<file path="src/design/smst_pkg.sv">
package smst_pkg;

    localparam int VALUE_W = 32;
    localparam int KIND_W  = 2;
    localparam int OUT_W   = 5;

    typedef enum logic [KIND_W-1:0] {
        KIND_ADD    = 2'd0,
        KIND_REMOVE = 2'd1,
        KIND_COUNT  = 2'd2,
        KIND_DEDUP  = 2'd3
    } t_kind;

    typedef enum logic [1:0] {
        ST_IDLE,
        ST_CMP,
        ST_EXEC
    } t_state;

    typedef struct packed {
        logic               cmp;
        logic               ins;
        logic               del;
        logic [VALUE_W-1:0] key;
    } t_cell_cmd;

endpackage

</file>
<file path="src/design/smst_cell.sv">
module smst_cell import smst_pkg::*; (
    input  logic               i_clk,
    input  logic               i_rst_n,
    input  t_cell_cmd          i_cmd,
    input  logic [VALUE_W-1:0] i_left_value,
    input  logic               i_left_valid,
    input  logic               i_left_le,
    input  logic [VALUE_W-1:0] i_right_value,
    input  logic               i_right_valid,
    output logic [VALUE_W-1:0] o_value,
    output logic               o_valid,
    output logic               o_le,
    output logic               o_lt
);

    logic [VALUE_W-1:0] r_value, n_value;
    logic               r_valid, n_valid;
    logic               r_le, n_le;
    logic               r_lt, n_lt;

    always_comb begin
        n_value = r_value;
        n_valid = r_valid;
        n_le    = r_le;
        n_lt    = r_lt;
        if (i_cmd.cmp) begin
            n_le = r_valid && ($signed(r_value) <= $signed(i_cmd.key));
            n_lt = r_valid && ($signed(r_value) < $signed(i_cmd.key));
        end else if (i_cmd.ins) begin
            if (!r_le) begin
                n_value = i_left_le ? i_cmd.key : i_left_value;
                n_valid = r_valid | i_left_valid;
            end
        end else if (i_cmd.del) begin
            if (!r_lt) begin
                n_value = i_right_value;
                n_valid = i_right_valid;
            end
        end
    end

    always_ff @(posedge i_clk) begin
        if (!i_rst_n) begin
            r_valid <= 1'b0;
            r_le    <= 1'b0;
            r_lt    <= 1'b0;
        end else begin
            r_valid <= n_valid;
            r_le    <= n_le;
            r_lt    <= n_lt;
        end
    end

    always_ff @(posedge i_clk) begin
        r_value <= n_value;
    end

    assign o_value = r_value;
    assign o_valid = r_valid;
    assign o_le    = r_le;
    assign o_lt    = r_lt;

endmodule

</file>
<file path="config.mk">
export PLATFORM = sky130hd
export DESIGN_NAME = smst_cell
export DESIGN_NICKNAME = d
export VERILOG_FILES = /design/src/design/smst_pkg.sv /design/src/design/smst_cell.sv
export SDC_FILE = /design/constraint.sdc
export NUM_CORES = 1
export LEC_CHECK = 0
export ABC_CLOCK_PERIOD_IN_PS = 3700
export BUFFER_PORTS_ARGS = -buffer_cell sky130_fd_sc_hd__buf_2
export CORE_MARGIN = 2
export CORE_UTILIZATION = 45
export CTS_BUF_LIST = sky130_fd_sc_hd__clkbuf_16
export DETAILED_ROUTE_END_ITERATION = 8
export MAX_ROUTING_LAYER = met4
export PLACE_DENSITY = 0.8
export SYNTH_ARGS = -nofsm -noshare
export SYNTH_HDL_FRONTEND = slang
export SYNTH_SLANG_ARGS = --single-unit
</file>
<file path="constraint.sdc">
create_clock -name i_clk -period 3.7 [get_ports i_clk]
set_input_delay 0.74 -clock i_clk [delete_from_list [all_inputs] [get_ports i_clk]]
set_output_delay 0.74 -clock i_clk [all_outputs]
set_load 0.01 [all_outputs]
</file>
==> run_results.csv <==
group,metric,value,unit
worst_setup_path,crit_fanout,3,
power_and_ir_drop,internal_power,842,uW
worst_hold_path,min_path_type,"flip-flop to flip-flop",
clock_network,cts.hold.buffers_added,0,
detailed_routing,ant_nets,0,
worst_setup_path,crit_type,"input port to flip-flop",
worst_setup_path,required,3910,ps
yosys,seq_area_frac_synth,39.7,%
clock_network,post-cts-setup-buffer-count,0,
die,coreArea,5510,um^2
final_layout,drive_gt1_share,36.3,%
die,rows,27,
grt,grt_pass1_wl,10100,um
placement,place.gp.congestion,0.826,
placement,port-buffer-count,138,
worst_setup_path,cp.arrival,2540,ps
grt,gr-total-overflow,0,
run_status,status,"finished, final reports clean",
clock_network,cts_max_path_buffers,2,
sta,tightest_slew,940,ps
power_and_ir_drop,combPwrFrac,23.9,%
sta,maxSlewHeadroom,37.3,%
final_layout,syn_to_final_growth,34.6,%
sta,clock_skew,6.25,ps
power_and_ir_drop,p_sw,303,uW
final_layout,nets,545,
yosys,synthTopCellsByCount,"a21oi_1, nor2_1, inv_1",
grt,grt_max_degree,67,
detailed_routing,viasPerCell,5.01,
job,max_cap_viol_count,0,
sta,hold_violations,0,
clock_network,clock-sinks,35,
sta,setup_viol,0,
power_and_ir_drop,vdd_drop_max,0.225,mV
clock_network,tritoncts,"yes",
clock_network,cts_buffers,5,
worst_setup_path,cp-end-kind,"flip-flop",
sta,maxSlewViolCount,0,
die,die_w,79.6,um
yosys,mappedNetlistArea,2570,um^2
yosys,avgSynthCellArea,9.38,um^2
sta,rsz0062_at_grt,"false",
detailed_routing,first_iter_violations,75,
die,pin_count,139,
sta,fin_tns_setup,0,ps
clock_network,path_clk_slew,50,ps
grt,grtUsageTotal,20.4,%
die,die_h,79.6,um
power_and_ir_drop,leakage,1.80,nW
sta,fin_crit_sh,62.9,%
yosys,syn_nets,410,
detailed_routing,num_vias,2413,
yosys,syn_inst,274,
power_and_ir_drop,switching_share,26.5,%
grt,antenna_found_initial,0,
clock_network,cts_resized,0,
clock_network,root_buffer,"clkbuf_16",
detailed_routing,drtPass1Iterations,4,
grt,grt_pass1_vias,2393,
yosys,yosysMostFrequentCell,"a21oi_1",
clock_network,cts_htree_levels,2,
yosys,synth_top_area_share,37.4,%
detailed_routing,wl_per_cell,12.8,um
power_and_ir_drop,power.density,331,nW/um^2
worst_setup_path,worstSetupStartpointType,"input port",
yosys,yosysTopAreaCell,"edfxtp_1",
clock_network,clock_latency,270,ps
yosys,synthArstFlopShare,0,%
die,initial_core_util,46.7,%
sta,max_clock_freq,0.430,GHz
power_and_ir_drop,seqPwrFrac,42.4,%
yosys,ys.flop_type,"edfxtp_1",
yosys,synth_warnings,0,
yosys,synth_area_leaders,"edfxtp_1, ha_1, mux2i_1",
detailed_routing,drcViolationCount,0,
sta,finalCriticalPeriod,2330,ps
placement,place_area,3320,um^2
yosys,ys_types,30,
detailed_routing,wirelength,6170,um
placement,dp_hpwl,4960,um
die,die_area,6330,um^2
yosys,synth_edf_count,32,
final_layout,final_area,3460,um^2
final_layout,diodes,0,
power_and_ir_drop,pwr-share-clk,33.7,%
yosys,ys_ff_latch,35,
==> per-stage QoR <==
stage / setup WS (ps) / total power, mW / hold WS, ps / instances / util (%)
after floorplan: 833 / 0.648 / 529 / 274 / -
after global placement: 1170 / 0.759 / 526 / 474 / 60.3
after detailed placement: 1120 / 0.768 / 532 / 474 / 60.3
after CTS: 1390 / 1.15 / 547 / 482 / 62.8
after global routing: 1270 / 1.21 / 574 / 482 / 62.8
final: 1370 / 1.14 / 549 / 482 / 62.8
==> cell families after synthesis <==
family | synth area share (%)
compound gates | 12.9
mux | 12.9
fa+ha+maj | 15.6
flops | 39.7
simple gates | 12.2
buf+inv | 6.72
==> power by group through the flow <==
| stage | sequential (mW) | clock (mW) | combinational [mW] |
|---|---|---|---|
| 2_1_floorplan | 0.505 | 0 | 0.143 |
| 5_1_grt | 0.489 | 0.412 | 0.312 |
| 4_1_cts | 0.485 | 0.393 | 0.276 |
| 6_report | 0.485 | 0.386 | 0.274 |
| 3_3_place_gp | 0.492 | 0 | 0.267 |
| 3_5_place_dp | 0.493 | 0 | 0.274 |
==> layout make-up <==
type,instances,area [um^2]
repair buffers,139,698
multi-input cells,194,1380
well taps,72,90.1
flip-flops and latches,35,1020
inverters,34,128
clock inverters,3,12.5
fillers,480,2050
clock buffers,5,125
==> state kept, by name, indices dropped and copies added, names as in the netlist <==
| register | count |
|---|---|
| o_le | 1 |
| o_lt | 1 |
| o_value | 32 |
| o_valid | 1 |
==> layer usage <==
| layer | GRT usage, % | routed length [um] |
|---|---|---|
| met4 | 6.21 | 68 |
| met1 | 23.1 | 2660 |
| met5 | - | 0 |
| met2 | 37.2 | 3120 |
| met3 | 2.94 | 327 |
==> final timing paths <==
path / start / endpoint / slack (ps) / cells after the start
worst max-delay path: i_cmd[23] / o_le / 1370 / 9
worst min-delay path: o_lt / o_lt / 550 / 2
worst max register to register: o_value[23] / o_le / 1570 / 7
worst min register to register: o_lt / o_lt / 550 / 2
==> critical path, cell delays in order <==
cell and delay, ps:
buf_2 90, inv_1 40, ha_1 320, a21oi_1 170
o21ai_1 90, a22o_1 240, or4_1 440, a2111o_1 320
nand3_1 80
==> cells in the final DEF (no fill, tap or decap), types with 2 or more instances in the layout <==
cell | synthesis | routed
o21ai_0 | 4 | 4
a21o_1 | 2 | 2
clkbuf_16 | 0 | 5
inv_1 | 34 | 35
nand3_1 | 8 | 8
buf_2 | 3 | 138
nand2b_1 | 2 | 2
nor4_1 | 2 | 2
nand2_1 | 8 | 8
ha_1 | 32 | 32
mux2i_1 | 32 | 32
edfxtp_1 | 32 | 32
a21oi_1 | 47 | 47
nand4_1 | 6 | 6
dfxtp_1 | 3 | 3
nor2_1 | 38 | 37
(Power assumes the default switching activity.)
